<file path="config.mk">
export PLATFORM = sky130hd
export DESIGN_NAME = tsc_ram
export DESIGN_NICKNAME = d
export VERILOG_FILES = /design/src/design/assert_macros.svh /design/src/design/tsc_ram.sv
export SDC_FILE = /design/constraint.sdc
export NUM_CORES = 2
export LEC_CHECK = 0
export ABC_AREA = 0
export CORE_MARGIN = 1
export CORE_UTILIZATION = 30
export CTS_BUF_LIST = sky130_fd_sc_hd__clkbuf_16
export DETAILED_ROUTE_END_ITERATION = 10
export DONT_BUFFER_PORTS = 1
export PLACE_DENSITY_LB_ADDON = 0.08
export REMOVE_ABC_BUFFERS = 1
export SETUP_SLACK_MARGIN = 0.05
export SLEW_MARGIN = 20
export SYNTH_ARGS = -nofsm -noshare
export SYNTH_HDL_FRONTEND = slang
export SYNTH_SLANG_ARGS = --single-unit
</file>
<file path="constraint.sdc">
create_clock -name clk -period 3.5 [get_ports clk]
set_input_delay 0.525 -clock clk [delete_from_list [all_inputs] [get_ports clk]]
set_output_delay 0.525 -clock clk [all_outputs]
set_load 0.01 [all_outputs]
</file>
<file path="src/design/assert_macros.svh">
// Assertion macros, included by the core top level.
`ifndef ASSERT_MACROS_SVH
`define ASSERT_MACROS_SVH

// Property checked at every rising edge, off while reset is high.
`define TSC_ASSERT(lbl, clk, rst, prop, msg) \
  lbl: assert property (@(posedge clk) disable iff (rst) (prop)) else $error(msg);

// Implication checked at every rising edge, off while reset is high.
`define TSC_ASSERT_IMPL(lbl, clk, rst, ante, cons, msg) \
  lbl: assert property (@(posedge clk) disable iff (rst) (ante) |-> (cons)) else $error(msg);

`endif

</file>
<file path="src/design/tsc_ram.sv">
// Generic single-write, single-read RAM with registered read data.
module tsc_ram #(
  parameter int WIDTH = 8,
  parameter int DEPTH = 256
) (
  input  logic                     clk,
  input  logic                     we,
  input  logic [$clog2(DEPTH)-1:0] waddr,
  input  logic [WIDTH-1:0]         wdata,
  input  logic                     re,
  input  logic [$clog2(DEPTH)-1:0] raddr,
  output logic [WIDTH-1:0]         rdata
);

  logic [WIDTH-1:0] mem [DEPTH];

  always_ff @(posedge clk) begin
    if (we) begin
      mem[waddr] <= wdata;
    end
    if (re) begin
      rdata <= mem[raddr];
    end
  end

endmodule

</file>
# Yosys cells after proc, flatten, opt, wreduce, memory -nomap -nowiden
# Memories as Yosys holds them, arrays and structs flattened. A register that Yosys moved wholly into a read port is not among the register bits.
# Cells that the tools add are included.
# totals
mem_count	1
mem_bits_ro	0
reg_bits	0
ramBits	2048
inputBits	27
output_inout_bits	8
wordCells	3
latchBits	0
# op_classes
add_sub_neg	0
muxes	2
reduce_logical	0
bitwise	0
shifts	0
div	0
multipliers	0
n_lt_le_gt_ge	0
n_eq_ne	0
# memory_table
name	depth	width	rd	rd_clocked_by_memory_dff	wr	line_no	text
mem	256	8	1	1	1	tsc_ram.sv:15	logic [WIDTH-1:0] mem [DEPTH];
# op_table
op	count
1-bit two-way mux	2

# Logic depth before layout (Yosys ltp)
# depth
word_depth	2
mapped_depth	11
mapped_depth_nobuf	6

# Least setup slack after synthesis
# No wires, ideal clock.
# synth_path
path_kind	input -> register
from	input raddr[0]
to	register rdata[2] (read register of mem), data pin
path_slack_ns	0.899
stages	9
setup_time_ns	0.269
required_ns	3.231
path_buffers	4
arrival_ns	2.332
cell_sequence	buf_6 > buf_12 > buf_8 > buf_2 > mux4_2 > a22oi_1 > a21oi_1 > nor4_1 > nor4_2
# synth_lines
element	line_no	text
from (decl)	tsc_ram.sv:11	input logic [$clog2(DEPTH)-1:0] raddr,
to (decl)	tsc_ram.sv:12	output logic [WIDTH-1:0] rdata

==> impl_metrics.ini <==
[layout]
area_growth_syn_to_layout_pct = 18.20
fillers = 24400
fin_nets = 4211
final_cell_mix = edfxtp_1, mux4_2, buf_4, nor2_1, clkbuf_16
layout-drive-gt1-share_pct = 28.35
final_cells = 7878
mostFrequentLayoutCell = edfxtp_1
post-route-util_pct = 35.76

[sta]
worstMarginPinSlew_ns = 1.152
fin_crit_sh_pct = 98.22
rsz0062_at_grt = false
maxSlewHeadroom_pct = 23.18
hold_viol = 0
period_minus_slack_ns = 3.438
finClkSkew_ns = 0.06569
final_max_slew_viol_count = 0
setup_viol = 0
fmax_mhz = 290.9
timing.setup.tns_ns = 0

[placed_design]
gp_congestion = 0.7429
dp.cells = 7426
numPortBuffers = 0
hpwl_mm = 134.1

[global_route]
grt_pass1_wl_mm = 345.8
grt_max_degree = 447
grt.overflow.total = 0
globalRouteTotalUtil_pct = 18.72
grt_pass1_vias = 40890
antenna_found_initial = 21

[synthesis]
synth_compound_area_share_pct = 3.416
ys_seq_area_share_pct = 77.53
synthArstFlopShare_pct = 0
synthMuxAreaShare_pct = 14.60
synthAdderAreaFrac_pct = 0
ys_ff_latch = 2056
synthFlopType = edfxtp_1
syn_area_um2 = 79640
avgSynthCellArea_um2 = 21.33
syn_inst = 3733
yosysWarnings = 0
synth-xor-area-share_pct = 0
synth.top_cell.area_share_pct = 77.53
synth_top_family_by_area = multiplexers
yosysTopAreaCell = edfxtp_1
post_synth_and_or_nand_nor_area_fraction_pct = 2.625
synth.area.top_cells = edfxtp_1, mux4_2, mux2i_1
synth_cell_types = 54
synth_edf_count = 2056

[routing]
top_layer_used = met4
wl_met3_mm = 11.37
vias_per_cell = 5.019
wl_per_cell_um = 32.27
antenna_left = 0
drtPass1Iterations = 5
drt-met1-wl_mm = 116.4
drc = 0
num_vias = 39540
wl_met2_mm = 121.5
drt_wl_total_mm = 254.3
drt-initial-drc-count = 3574

[clocking]
numCtsBuffers = 233
htree_levels = 4
cts_max_path_buffers = 4
cts_root_buf = clkbuf_16
clk_pin_slew_worst_paths_ns = 0.06
cts.sinks = 2056
insertion_delay_ns = 0.89
cts_tree = yes

[die]
initial_utilization_pct = 30.25
coreArea_um2 = 263200
dieArea_um2 = 267500
io_pins = 35
num_rows = 188
dieWidth_um = 517.2
die_h_um = 517.2

[pwr]
leakagePower_uw = 0.02962
powerDensity_nw_per_um2 = 564.0
peakVddDrop_uv = 449.0

[status]
status = finished clean

[worst_hold_path]
hp-class = input port to flip-flop
hold_path_depth = 1

[worst_setup_path]
crit_top_cell = buf_16
endpoint_kind = flip-flop
crit_required_ns = 4.12
slowest_delay_ns = 0.59
cp.depth = 9
cp_num_buf_inv = 3
crit_family = buffers and inverters
worstSetupStartpointType = input port
cp_max_fo = 113
r2r_cells = 7
crit_path_top_delay_cell = a221oi_1
path_cells = buf_16, buf_16, mux4_2, a22o_1, a221oi_1, o32ai_1, nor3_1, buf_4, nor4_1
arrival_ns = 4.05
critPathKind = input port to flip-flop

[run]
cap_violations = 0
==> power breakdown <==
part           internal, µW  switching (µW)
clock                 13200            9960
sequential            27200            57.1
combinational           982            1710
==> per-layer routing <==
metal / vias to the layer above / global-route usage [%]
met1: 21710 / 26.72
met4: 0 / 3.909
met3: 282 / 2.430
li1: 16650 / -
met2: 906 / 30.48
met5: - / 0
==> final timing paths <==
path	slack, ns	end	start
worst min-delay path	0.07	mem[216][6]	wdata[6]
worst max register to register	0.70	rdata[3]	mem[80][3]
worst min register to register	1.20	rdata[2]	mem[55][2]
worst max-delay path	0.06	rdata[3]	raddr[1]
==> metrics by stage <==
stage | worst slack [ns] | hold WS, ns | total power (µW) | cell area (µm²)
2_1_floorplan | 0.4819 | 0.6239 | 28650 | 78190
3_3_place_gp | -1.825 | 0.6540 | 29710 | 86020
3_5_place_dp | -1.467 | 0.6547 | 29710 | 86050
4_1_cts | 0.03659 | -0.2875 | 53570 | 93830
5_1_grt | 0.06279 | 0.01688 | 54690 | 94130
6_report | 0.06232 | 0.07050 | 53090 | 94130
==> logic make-up after synthesis <==
kind of cell,after synthesis
AO/OA/AOI/OAI,385
buffers and inverters,235
flip-flops,2056
multiplexers,591
AND/OR/NAND/NOR,466
==> synth_stat cells (10+ instances only) <==
cell type	n
buf_1	22
o221ai_1	46
mux2i_1	134
buf_4	27
buf_2	31
clkbuf_1	111
buf_8	13
nand3_1	34
o211ai_1	10
a21oi_1	96
mux4_2	454
nor4_1	24
a211oi_1	16
buf_6	21
nor3_1	22
o21ai_0	10
edfxtp_1	2056
o22ai_1	28
a22oi_1	133
nor2b_1	31
nand2_1	33
nand4_1	10
nor2_1	282
a221oi_1	13
==> final cells by class <==
type                       count  area (µm²)  share of cell area [%]
sequential                  2056       61740                   65.59
clock inverter               178        1259                   1.337
tap                         3515        4398                   4.672
antenna                        3       7.507                0.007975
timing repair buffer         449        4334                   4.604
clock buffer                 233        5831                   6.194
multi-input combinational   1442       16560                   17.59
inverter                       2       7.507                0.007975
==> state kept, by name (all words and copies together), names as in the netlist <==
signal and cells:
mem 2048, rdata 8
==> what timing repair did <==
item | CTS | global route
cloned | 3 | 4
setup endpoints to repair | 8 | 7
gates resized for setup | 1 | 1
hold endpoints to repair | 1489 | 199
setup buffers | 0 | 0
hold buffers | 24 | 2
(Power assumes the default switching activity.)
