`src/design/assert_macros.svh`:
```
// Assertion macros, included by the core top level.
`ifndef ASSERT_MACROS_SVH
`define ASSERT_MACROS_SVH

// Property checked at every rising edge, off while reset is high.
`define TSC_ASSERT(lbl, clk, rst, prop, msg) \
  lbl: assert property (@(posedge clk) disable iff (rst) (prop)) else $error(msg);

// Implication checked at every rising edge, off while reset is high.
`define TSC_ASSERT_IMPL(lbl, clk, rst, ante, cons, msg) \
  lbl: assert property (@(posedge clk) disable iff (rst) (ante) |-> (cons)) else $error(msg);

`endif

```
`src/design/tsc_pkg.sv`:
```
// Types and constants of the tile stitch core.
package tsc_pkg;

  localparam int MAX_WIDTH  = 256;
  localparam int MAX_HEIGHT = 256;
  localparam int DEPTH      = MAX_WIDTH * MAX_HEIGHT;
  localparam int ADDR_W     = $clog2(DEPTH);

  typedef enum logic {
    OP_COMMIT = 1'b0,
    OP_READ   = 1'b1
  } op_t;

  typedef enum logic [0:0] {
    REG_FRAME_WIDTH  = 1'b0,
    REG_FRAME_HEIGHT = 1'b1
  } reg_idx_t;

  typedef struct packed {
    op_t         operation;
    logic [7:0]  tile_x0;
    logic [7:0]  tile_y0;
    logic [8:0]  tile_width;
    logic [8:0]  tile_height;
    logic [7:0]  offset_x;
    logic [7:0]  offset_y;
    logic [7:0]  class_label;
    logic [31:0] confidence_bits;
    logic [7:0]  read_x;
    logic [7:0]  read_y;
  } cmd_t;

  typedef struct packed {
    logic              accepted;
    logic              rejected;
    logic [7:0]        class_out;
    logic [31:0]       confidence_out;
    logic signed [7:0] priority_out;
  } rsp_t;

  // One stored pixel.
  typedef struct packed {
    logic signed [7:0] prio;
    logic [7:0]        cls;
    logic [31:0]       conf;
  } entry_t;

  localparam int ENTRY_W = $bits(entry_t);
  localparam entry_t ENTRY_RESET = '{prio: -8'sd1, cls: 8'd0, conf: 32'd0};

  // Decoded item, handed from the decode stage to the update stage.
  typedef struct packed {
    op_t               op;
    logic              ok;
    logic [ADDR_W-1:0] addr;
    logic [6:0]        prio;
    logic [7:0]        cls;
    logic [31:0]       conf;
  } req_t;

endpackage

```
`src/design/tsc_decode.sv`:
```
// Item decode: validity checks, edge-distance priority and store address.
module tsc_decode
  import tsc_pkg::*;
(
  input  cmd_t       cmd,
  input  logic [8:0] frame_width,
  input  logic [8:0] frame_height,
  output req_t       req
);

  logic [8:0] w_eff;
  logic [8:0] h_eff;
  logic [9:0] x_end;
  logic [9:0] y_end;
  logic [8:0] d_left;
  logic [8:0] d_right;
  logic [8:0] d_top;
  logic [8:0] d_bottom;
  logic [8:0] d_x;
  logic [8:0] d_y;
  logic [8:0] d_min;
  logic [7:0] col;
  logic [7:0] row;
  logic       commit_ok;
  logic       read_ok;

  always_comb begin
    w_eff = (32'(frame_width) > MAX_WIDTH) ? 9'(MAX_WIDTH) : frame_width;
    h_eff = (32'(frame_height) > MAX_HEIGHT) ? 9'(MAX_HEIGHT) : frame_height;

    x_end = 10'(cmd.tile_x0) + 10'(cmd.tile_width);
    y_end = 10'(cmd.tile_y0) + 10'(cmd.tile_height);
    commit_ok = (cmd.tile_width != 9'd0) && (cmd.tile_height != 9'd0) &&
                (x_end <= 10'(w_eff)) && (y_end <= 10'(h_eff)) &&
                (9'(cmd.offset_x) < cmd.tile_width) &&
                (9'(cmd.offset_y) < cmd.tile_height);
    read_ok = (9'(cmd.read_x) < w_eff) && (9'(cmd.read_y) < h_eff);

    // distance to the nearest tile edge
    d_left   = 9'(cmd.offset_x);
    d_right  = cmd.tile_width - 9'd1 - 9'(cmd.offset_x);
    d_top    = 9'(cmd.offset_y);
    d_bottom = cmd.tile_height - 9'd1 - 9'(cmd.offset_y);
    d_x   = (d_left < d_right) ? d_left : d_right;
    d_y   = (d_top < d_bottom) ? d_top : d_bottom;
    d_min = (d_x < d_y) ? d_x : d_y;

    if (cmd.operation == OP_COMMIT) begin
      col = cmd.tile_x0 + cmd.offset_x;
      row = cmd.tile_y0 + cmd.offset_y;
    end else begin
      col = cmd.read_x;
      row = cmd.read_y;
    end

    req.op   = cmd.operation;
    req.ok   = (cmd.operation == OP_COMMIT) ? commit_ok : read_ok;
    req.addr = ADDR_W'(32'(row) * MAX_WIDTH + 32'(col));
    req.prio = (d_min > 9'd127) ? 7'd127 : d_min[6:0];
    req.cls  = cmd.class_label;
    req.conf = cmd.confidence_bits;
  end

endmodule

```
`config.mk`:
```
export PLATFORM = sky130hd
export DESIGN_NAME = tsc_decode
export DESIGN_NICKNAME = d
export VERILOG_FILES = /design/src/design/assert_macros.svh /design/src/design/tsc_pkg.sv /design/src/design/tsc_decode.sv
export SDC_FILE = /design/constraint.sdc
export NUM_CORES = 1
export LEC_CHECK = 0
export BUFFER_PORTS_ARGS = -buffer_cell sky130_fd_sc_hd__buf_2
export CORE_MARGIN = 3
export CORE_UTILIZATION = 55
export DETAILED_ROUTE_END_ITERATION = 12
export PLACE_DENSITY = 0.95
export SLEW_MARGIN = 10
export SYNTH_ARGS = -nofsm -noshare
export SYNTH_HDL_FRONTEND = slang
export SYNTH_SLANG_ARGS = --single-unit
export TNS_END_PERCENT = 30
```
`constraint.sdc`:
```
create_clock -name vclk -period 9.6
set_input_delay 0.96 -clock vclk [all_inputs]
set_output_delay 0.96 -clock vclk [all_outputs]
set_load 0.01 [all_outputs]
```
# ---- After elaboration in Yosys (flattened, before gate mapping)
# Cells that the tools add are included.
dict set report totals {
  register_bits 0
  latchBits 0
  ramBits 0
  mem_bits_ro 0
  in_bits 125
  out_inout_bits 65
  elab_cells 38
  memories 0
}
dict set report classes {
  add_sub_neg 9
  n_mul 0
  div 0
  magnitude_cmp 12
  n_eq_ne 0
  shifts 0
  mux 9
  bitwise 0
  n_reduce_logical 8
}
# operator count
set ops {}
lappend ops {{$lt 8x9->1} 6}
lappend ops {{$mux 9} 5}
lappend ops {{$add 8x9->10} 2}
lappend ops {{$le 10x9->1} 2}
lappend ops {{$gt 9x9->1 const B} 2}
lappend ops {{$reduce_bool 9->1} 2}
lappend ops {{$sub 9x1->9 const B} 2}
lappend ops {{$sub 9x8->9} 2}
lappend ops {{$add 16x8->16} 1}
lappend ops {{$add 8x8->8} 2}
lappend ops {{$mux 8} 2}
lappend ops {{$gt 9x7->1 const B} 1}
lappend ops {{$lt 9x9->1} 1}
lappend ops {{$mux 7} 1}
lappend ops {{$logic_and 1x1->1} 6}
lappend ops {{$mux 1} 1}

# ---- Depth between registers and ports, before layout
# Gate-level depths: netlist (run 1).
dict set report depth {
  word_depth 8
  depth_mapped 26
  mapped_depth_nobuf 25
}

# ---- Worst setup path before layout (run 1)
# No wires, ideal clock.
dict set report synth_timing {
  kind {input -> output}
  start {input cmd[56] (netlist bit)}
  end {output req[41] (netlist bit)}
  arrival_time_ps 5456
  required_ps 8640
  slack_ps 3184
  stages 23
  n_path_buf 1
  path_cell_list {inv_1 > ha_1 > fa_1 > a21o_1 > a21oi_1 > xnor2_1 > inv_1 > ha_1 > o21a_1 > o31ai_1 > a221oi_2 > o31ai_2 > clkbuf_1 > o21ai_0 > ha_1 > a21o_1 > a21o_1 > a21oi_1 > o21ai_1 > a21oi_1 > nor2b_1 > a2111oi_4 > mux2i_1}
}
# element line
set synth_rtl {}
lappend synth_rtl {{start: declaration} tsc_decode.sv:5} ;# input cmd_t cmd,
lappend synth_rtl {{end: declaration} tsc_decode.sv:8} ;# output req_t req

==> results.py, run 1 <==
metrics = {
    "status": {
        "status": "completed",
    },
    "grt": {
        "met3_usage": 0.0295,
        "grt_pass1_wl_um": 19800,
        "grt_pass1_vias": 4489,
        "grt_busiest_layer": "met2",
        "grt_start_max_net_pins": 32,
        "grt.overflow.total": 0,
        "met2_usage": 0.488,
        "antenna_found_initial": 0,
        "grt_util_met1": 0.322,
        "grt_util_all_layers": 0.265,
    },
    "sta": {
        "rsz0062_at_grt": "no",
        "fin_hold_ws_ns": 1.92,
        "tightestPinTransition_ns": 1.00,
        "max_slew_margin": 0.328,
        "hold_viol_final": 0,
        "fin_crit_sh": 0.749,
        "slew_violations": 0,
        "max_freq_ghz": 0.139,
        "setup_tns_ns": 0,
        "fin_crit_ns": 7.19,
        "finalSetupViolCount": 0,
    },
    "layout": {
        "area.sequential_um2": 0,
        "drive_above_1_share": 0.186,
        "flops_and_latches": 0,
        "fin_cells": 749,
        "area_growth_pct": 7.76,
        "finalNetCount": 898,
        "num_antenna_cells": 0,
        "mostFrequentLayoutCell": "ha_1",
        "final_cell_mix": "ha_1 (115), buf_2 (110), inv_1 (67), nand2_1 (52), a21oi_1 (50)",
        "nClkBuffers": 0,
    },
    "yosys": {
        "syn-cell-area_um2": 4320,
        "yosysSeqAreaShare": 0,
        "synth_cells": 589,
        "yosys-top-cells-area": "ha_1 (33%), buf_4 (7.1%), inv_1 (5.8%)",
        "ys_types": 51,
        "synth_top_area_share": 0.333,
        "syn-num-nets": 835,
        "syn_avg_cell_area_um2": 7.34,
        "yosys_warnings": 0,
        "yosys.area.top_type": "ha_1",
    },
    "detailed_routing": {
        "num_vias": 4373,
        "drtIter0Drc": 236,
        "via_per_inst": 5.84,
        "totalWireLength_um": 12100,
        "drc_errors": 0,
        "wl_per_cell_um": 16.1,
        "ant_nets": 0,
        "firstDrtPassIters": 4,
    },
    "floorplanning": {
        "coreArea_um2": 7450,
        "ioPinCount": 190,
        "die_y_um": 94.6,
        "start_util": 0.580,
        "die_w_um": 94.6,
        "die_area_um2": 8960,
        "rows": 31,
    },
    "placement": {
        "routabilityCongestion": 0.925,
        "dp_hpwl_um": 10600,
        "portBuffers": 110,
        "dp_cells": 749,
    },
    "worst_setup_path": {
        "cp_slowest_stage_delay_ns": 0.85,
        "cpMaxStageDelayCell": "o31ai_2",
        "criticalPathCategory": "in2out",
        "path_cells": "buf_2 > inv_1 > ha_1 > fa_1 > a21o_1 > a21oi_1 > xnor2_1 > inv_1 > ha_1 > o21a_1 > o31ai_1 > a221oi_2 > o31ai_2 > o21ai_0 > ha_1 > a21o_1 > a21o_1 > a21oi_1 > o21ai_1 > a21oi_1 > nor2b_1 > a2111oi_4 > mux2i_1 > buf_2",
        "critical_path_arrival_ns": 6.23,
        "setup.worst_path.end_class": "primary output",
        "crit_required_ns": 8.64,
        "crit_fanout": 14,
        "startpoint_type": "input port",
    },
    "power_and_ir_drop": {
        "powerDensity_nw_per_um2": 82.6,
        "vdd_drop_max_mv": 0.0454,
        "leakage_nw": 2.57,
    },
    "cts": {
        "ctsHoldBuffers": 0,
        "cts_post_setup_buffers_inserted": 0,
        "cts_resized": 0,
    },
    "job": {
        "drv_cap": 0,
    },
    "worst_hold_path": {
        "holdPathStages": 0,
        "hold_end": "req[20]",
        "hold_class": "in2out",
        "hp-start": "cmd[36]",
    },
}
[Yosys cell counts (4+ instances only)]
cell type and number:
inv_1 67, a21o_1 21, clkbuf_1 6, nand4_1 8
mux2_2 4, or3_1 5, nor2_1 23, o21ai_1 7
fa_1 6, o21ai_0 31, nand2b_1 7, o22ai_1 14
nor4_1 5, o21bai_1 8, xnor2_1 24, nand2_1 52
nand3_1 4, o21a_1 13, ha_1 115, xor2_1 17
a21oi_1 50, buf_4 41, nor3_1 8, nor2b_1 10
mux2i_1 8
[layer usage]
layer / wire [um] / vias to the layer above
li1: - / 2158
met1: 5000 / 1995
met2: 5870 / 180
met3: 861 / 40
met4: 328 / 0
met5: 0 / -
[logic make-up (layout without fill, tap and decap cells)]
kind of cell	after synthesis	count (layout)	synth area share
AO/OA/AOI/OAI	166	166	0.245
XOR/XNOR	41	41	0.0831
adder cells (fa/ha/maj)	121	121	0.361
buffers and inverters	118	179	0.138
multiplexers	13	13	0.0324
other	2	2	0.00174
AND/OR/NAND/NOR	128	128	0.139
[layout make-up]
class,count,area (um^2)
fillers,683,2790
inverters,69,259
multi-input cells,471,3720
well taps,99,124
repair buffers,110,551
[critical path, delay by kind of cell]
kind / cells / cell delay (ns)
buffers and inverters: 4 / 0.40
AND/OR/NAND/NOR: 1 / 0.09
adder cells (fa/ha/maj): 4 / 1.29
XOR/XNOR: 1 / 0.15
multiplexers: 1 / 0.28
AO/OA/AOI/OAI: 13 / 3.04
[stage by stage]
step | setup WS, ns | area, um^2 | power [mW] | util
finish | 2.41 | 4660 | 0.385 | 0.625
floorplan | 3.18 | 4320 | 0.284 | -
detailed placement | 2.51 | 4660 | 0.380 | 0.625
global placement | 2.66 | 4660 | 0.363 | 0.625
global route | 1.97 | 4660 | 0.434 | 0.625
CTS | 2.45 | 4660 | 0.383 | 0.625
[report_power, final]
| part | total [mW] | internal, mW | switching, mW |
|---|---|---|---|
| clock network | 0 | 0 | 0 |
| logic | 0.385 | 0.167 | 0.218 |
| registers | 0 | 0 | 0 |
| total | 0.385 | 0.167 | 0.218 |
[worst max-delay path by stage]
stage / startpoint / endpoint / slack [ns]
global route: cmd[56] / req[46] / 1.97
CTS: cmd[56] / req[44] / 2.45
floorplan: cmd[56] / req[41] / 3.18
finish: cmd[56] / req[44] / 2.41
detailed placement: cmd[56] / req[44] / 2.51
global placement: cmd[56] / req[44] / 2.66
No activity file was read; power rests on OpenSTA's default activity.
==> run 2: changes to the inputs <==
- CORE_UTILIZATION: 55 -> 46
- PLACE_DENSITY: 0.95 -> 0.93
- clock period: 9.6 -> 6.2 ns (I/O delays scaled with it)
==> run 2 against run 1 <==
Core utilization fell by 9.5 points. Sequential share of layout area unchanged. Final cell count up 2.3%. Routed wire length is 0.68% higher. Worst hold slack got worse by 0.68 ns. Final area rose by 1.7%. Critical path depth up 4. First-iteration DRC count down 33%. Non-clock buffer count is 8 higher. Die area up 18%. Critical path type unchanged. Critical endpoint is now req[45]. Largest cell class unchanged.
==> results.py, run 2 (same netlist as run 1, synthesis figures left out) <==
metrics = {
    "status": {
        "status": "completed",
    },
    "sta": {
        "slew_violations": 0,
        "worst_slack_ns": 0.321,
        "hold_viol_final": 0,
        "setup_tns_ns": 0,
        "tightestPinTransition_ns": 0.523,
        "max_slew_margin": 0.647,
        "max_freq_ghz": 0.170,
        "fin_crit_sh": 0.948,
        "fin_crit_ns": 5.88,
        "finalSetupViolCount": 0,
    },
    "grt": {
        "antenna_found_initial": 0,
        "grt_busiest_layer": "met2",
        "grt_pass1_vias": 4205,
        "grt_start_max_net_pins": 32,
        "grt_util_all_layers": 0.219,
        "met2_usage": 0.393,
        "grt_util_met1": 0.272,
        "met3_usage": 0.0223,
        "grt.overflow.total": 0,
        "grt_pass1_wl_um": 18900,
    },
    "power_and_ir_drop": {
        "power_uw": 617,
        "vdd_drop_max_mv": 0.0507,
        "powerDensity_nw_per_um2": 130,
        "leakage_nw": 2.60,
    },
    "layout": {
        "finalNetCount": 906,
        "nClkBuffers": 0,
        "num_antenna_cells": 0,
        "fin_cells": 766,
        "area.sequential_um2": 0,
        "utilization": 0.530,
        "area_growth_pct": 9.64,
        "flops_and_latches": 0,
        "mostFrequentLayoutCell": "ha_1",
        "final_cell_mix": "ha_1 (115), buf_2 (110), inv_1 (66), nand2_1 (51), a21oi_1 (49)",
        "drive_above_1_share": 0.201,
    },
    "floorplanning": {
        "rows": 34,
        "die_w_um": 103,
        "coreArea_um2": 8930,
        "ioPinCount": 190,
        "die_y_um": 103,
        "die_area_um2": 10600,
        "start_util": 0.484,
    },
    "placement": {
        "dp_cells": 761,
        "portBuffers": 110,
        "dp_hpwl_um": 10500,
        "routabilityCongestion": 0.928,
        "place_ws_ns": 0.233,
    },
    "detailed_routing": {
        "ant_nets": 0,
        "drc_errors": 0,
        "totalWireLength_um": 12100,
        "via_per_inst": 5.67,
        "num_vias": 4344,
        "firstDrtPassIters": 5,
        "drtIter0Drc": 159,
        "wl_per_cell_um": 15.9,
    },
    "worst_hold_path": {
        "holdPathStages": 0,
        "hold_end": "req[0]",
        "hold_class": "in2out",
        "hp-start": "cmd[16]",
    },
    "worst_setup_path": {
        "criticalPathCategory": "in2out",
        "startpoint_type": "input port",
        "setup.worst_path.end_class": "primary output",
        "cpMaxStageDelayCell": "ha_1",
        "cp_slowest_stage_delay_ns": 0.32,
        "critical_path_arrival_ns": 5.26,
        "crit_fanout": 11,
        "crit_required_ns": 5.58,
    },
    "job": {
        "drv_cap": 0,
    },
}
## run 2: cell count changes in the layout (fill, tap and decap cells not counted)
| cell | previous run | this run |
|---|---|---|
| a21oi_1 | 50 | 49 |
| a21oi_2 | 0 | 1 |
| buf_4 | 0 | 7 |
| buf_6 | 0 | 1 |
| inv_1 | 67 | 66 |
| inv_2 | 0 | 1 |
| nand2_1 | 52 | 51 |
| nand2_2 | 0 | 1 |
## run 2: power by group
part / total (mW) / switching [mW] / internal (mW)
Combinational: 0.617 / 0.341 / 0.276
Clock: 0 / 0 / 0
Sequential: 0 / 0 / 0
Total: 0.617 / 0.341 / 0.276
## run 2: routing by layer
layer | up-vias | part of all wire
met5 | - | 0
met4 | 0 | 0.035
met3 | 47 | 0.071
met2 | 189 | 0.47
met1 | 1939 | 0.43
li1 | 2169 | -
## run 2: timing repair
action	CTS	global route
hold buffers	0	0
gates resized for setup	0	4
endpoints found under the setup margin	0	7
setup buffers	0	5
## run 2: worst max path at each step
stage | from | endpoint | slack, ns | depth (start not counted)
after CTS | cmd[65] | req[45] | 0.22 | 27
after floorplan | cmd[56] | req[41] | 0.46 | 23
after detailed placement | cmd[65] | req[45] | 0.23 | 27
final | cmd[65] | req[45] | 0.32 | 28
after global placement | cmd[65] | req[43] | 0.39 | 27
after global routing | cmd[65] | req[42] | -0.04 | 28
## run 2: per-stage QoR
step	cell area, um^2	hold WS, ns
global route	4740	1.24
detailed placement	4690	1.24
global placement	4690	1.24
finish	4740	1.24
CTS	4690	1.24
floorplan	4320	1.33
## run 2: area by class of cell
cell class,instances,area (um^2)
fillers,847,4200
inverters,69,259
multi-input cells,471,3730
well taps,108,135
repair buffers,118,614
## run 2: worst max-delay path: cells and delay by family
family                   cells  cell delay [ns]
AND/OR/NAND/NOR              6             0.69
multiplexers                 1             0.20
AO/OA/AOI/OAI               12             1.95
buffers and inverters        5             0.71
XOR/XNOR                     1             0.17
adder cells (fa/ha/maj)      3             0.91
==> run 3: changes to the inputs <==
- BUFFER_PORTS_ARGS: -buffer_cell sky130_fd_sc_hd__buf_2 -> not set
- CORE_UTILIZATION: 46 -> 28
- DONT_BUFFER_PORTS: not set -> 1
- PLACE_DENSITY: 0.93 -> 0.55
- RECOVER_POWER: not set -> 50
==> run 3 against run 2 <==
Die area rose by 60%. Worst hold slack stayed put. Count of clock-buffer cells in the layout is the same. Via count down 14%. Routed wire length rose by 4.7%. Maximum frequency rose by 1.0%. Total power is 11% lower. Critical path depth down 4. Critical endpoint unchanged. Largest power group unchanged.
==> results.py, run 3 (same netlist as run 1, synthesis figures left out) <==
metrics = {
    "grt": {
        "grt_util_met1": 0.185,
        "grt_busiest_layer": "met2",
        "met3_usage": 0.0401,
        "grt_pass1_wl_um": 19400,
        "antenna_found_initial": 0,
        "grt.overflow.total": 0,
        "grt_util_all_layers": 0.142,
        "met2_usage": 0.245,
        "grt_pass1_vias": 3618,
        "grt_start_max_net_pins": 32,
    },
    "placement": {
        "portBuffers": 0,
        "routabilityCongestion": 0.864,
        "place_ws_ns": 0.222,
        "dp_hpwl_um": 11300,
    },
    "worst_setup_path": {
        "criticalPathCategory": "in2out",
        "path_cells": "inv_1 > ha_1 > fa_1 > a21o_1 > a21oi_1 > xnor2_1 > inv_1 > ha_1 > o41ai_1 > o21ai_1 > nand2_2 > nor2_1 > a21oi_1 > ha_1 > a21o_1 > a21o_1 > a21oi_1 > o21ai_1 > a21oi_1 > nor2b_1 > a2111oi_4 > buf_4 > mux2i_1 > buf_4",
        "cpMaxStageDelayCell": "fa_1",
        "cp_slowest_stage_delay_ns": 0.40,
        "crit_required_ns": 5.58,
        "crit_fanout": 9,
        "startpoint_type": "input port",
        "critical_path_arrival_ns": 5.20,
        "setup.worst_path.end_class": "primary output",
        "crit_path_frequent_cell": "a21oi_1",
    },
    "sta": {
        "fin_crit_sh": 0.938,
        "slew_violations": 0,
        "hold_viol_final": 0,
        "worst_slack_ns": 0.382,
        "max_freq_ghz": 0.172,
        "fin_hold_ws_ns": 1.24,
        "finalSetupViolCount": 0,
        "tightestPinTransition_ns": 0.564,
        "max_slew_margin": 0.623,
        "fin_crit_ns": 5.82,
    },
    "layout": {
        "area_growth_pct": -0.347,
        "drive_above_1_share": 0.0417,
        "area.sequential_um2": 0,
        "finalNetCount": 799,
        "num_antenna_cells": 0,
        "flops_and_latches": 0,
        "final_cell_mix": "ha_1 (115), inv_1 (67), nand2_1 (51), a21oi_1 (50), o21ai_0 (31)",
        "nClkBuffers": 0,
        "mostFrequentLayoutCell": "ha_1",
        "utilization": 0.291,
    },
    "detailed_routing": {
        "num_vias": 3742,
        "drtIter0Drc": 132,
        "firstDrtPassIters": 4,
        "ant_nets": 0,
        "totalWireLength_um": 12700,
        "via_per_inst": 5.09,
        "wl_per_cell_um": 17.3,
        "drc_errors": 0,
    },
    "floorplanning": {
        "start_util": 0.292,
        "die_area_um2": 17000,
        "ioPinCount": 190,
        "coreArea_um2": 14800,
        "rows": 44,
        "die_w_um": 130,
        "die_y_um": 130,
    },
    "power_and_ir_drop": {
        "powerDensity_nw_per_um2": 127,
        "vdd_drop_max_mv": 0.0322,
        "leakage_nw": 2.19,
    },
    "status": {
        "status": "completed",
    },
    "job": {
        "drv_cap": 0,
    },
    "worst_hold_path": {
        "holdPathStages": 0,
        "hold_class": "in2out",
    },
}
-- run 3: changes by cell type in the layout (fill, tap and decap cells not counted), sizes merged --
cell | before | now
buf | 118 | 11
-- run 3: timing repair --
| action | 4_1_cts | 5_1_grt |
|---|---|---|
| gates resized for setup | 0 | 2 |
| setup endpoints to repair | 0 | 7 |
| buffers inserted | 0 | 3 |
| hold buffers | 0 | 0 |
-- run 3: report_power, final --
group	switching, mW	internal, mW	total, mW
clock	0	0	0
combinational	0.301	0.246	0.547
sequential	0	0	0
-- run 3: path summary, 6_finish.rpt --
check | startpoint | to | slack, ns
worst min-delay path | cmd[16] | req[0] | 1.24
worst max-delay path | cmd[64] | req[45] | 0.38
-- run 3: worst max-delay path: cells and delay by family --
kind                     cells  cell delay (ns)
AO/OA/AOI/OAI               11             2.22
XOR/XNOR                     1             0.20
adder cells (fa/ha/maj)      4             1.13
buffers and inverters        4             0.52
multiplexers                 1             0.19
AND/OR/NAND/NOR              3             0.32
-- run 3: final cells by class --
| class | count | area [um^2] |
|---|---|---|
| fillers | 1606 | 10500 |
| repair buffers | 11 | 82.6 |
| multi-input cells | 471 | 3730 |
| well taps | 184 | 230 |
| inverters | 69 | 259 |
-- run 3: routing by layer --
metal / up-vias / share of wire
li1: 1960 / -
met1: 1658 / 0.44
met2: 116 / 0.45
met3: 8 / 0.10
met4: 0 / 0.0068
met5: - / 0
-- run 3: through the flow --
step / std cells / setup TNS [ns] / power [mW] / cell area (um^2)
3_5_place_dp: 732 / 0 / 0.537 / 4270
6_report: 735 / 0 / 0.547 / 4310
2_1_floorplan: 589 / 0 / 0.440 / 4320
3_3_place_gp: 732 / 0 / 0.537 / 4270
4_1_cts: 732 / 0 / 0.541 / 4270
5_1_grt: 735 / -0.0559 / 0.623 / 4310
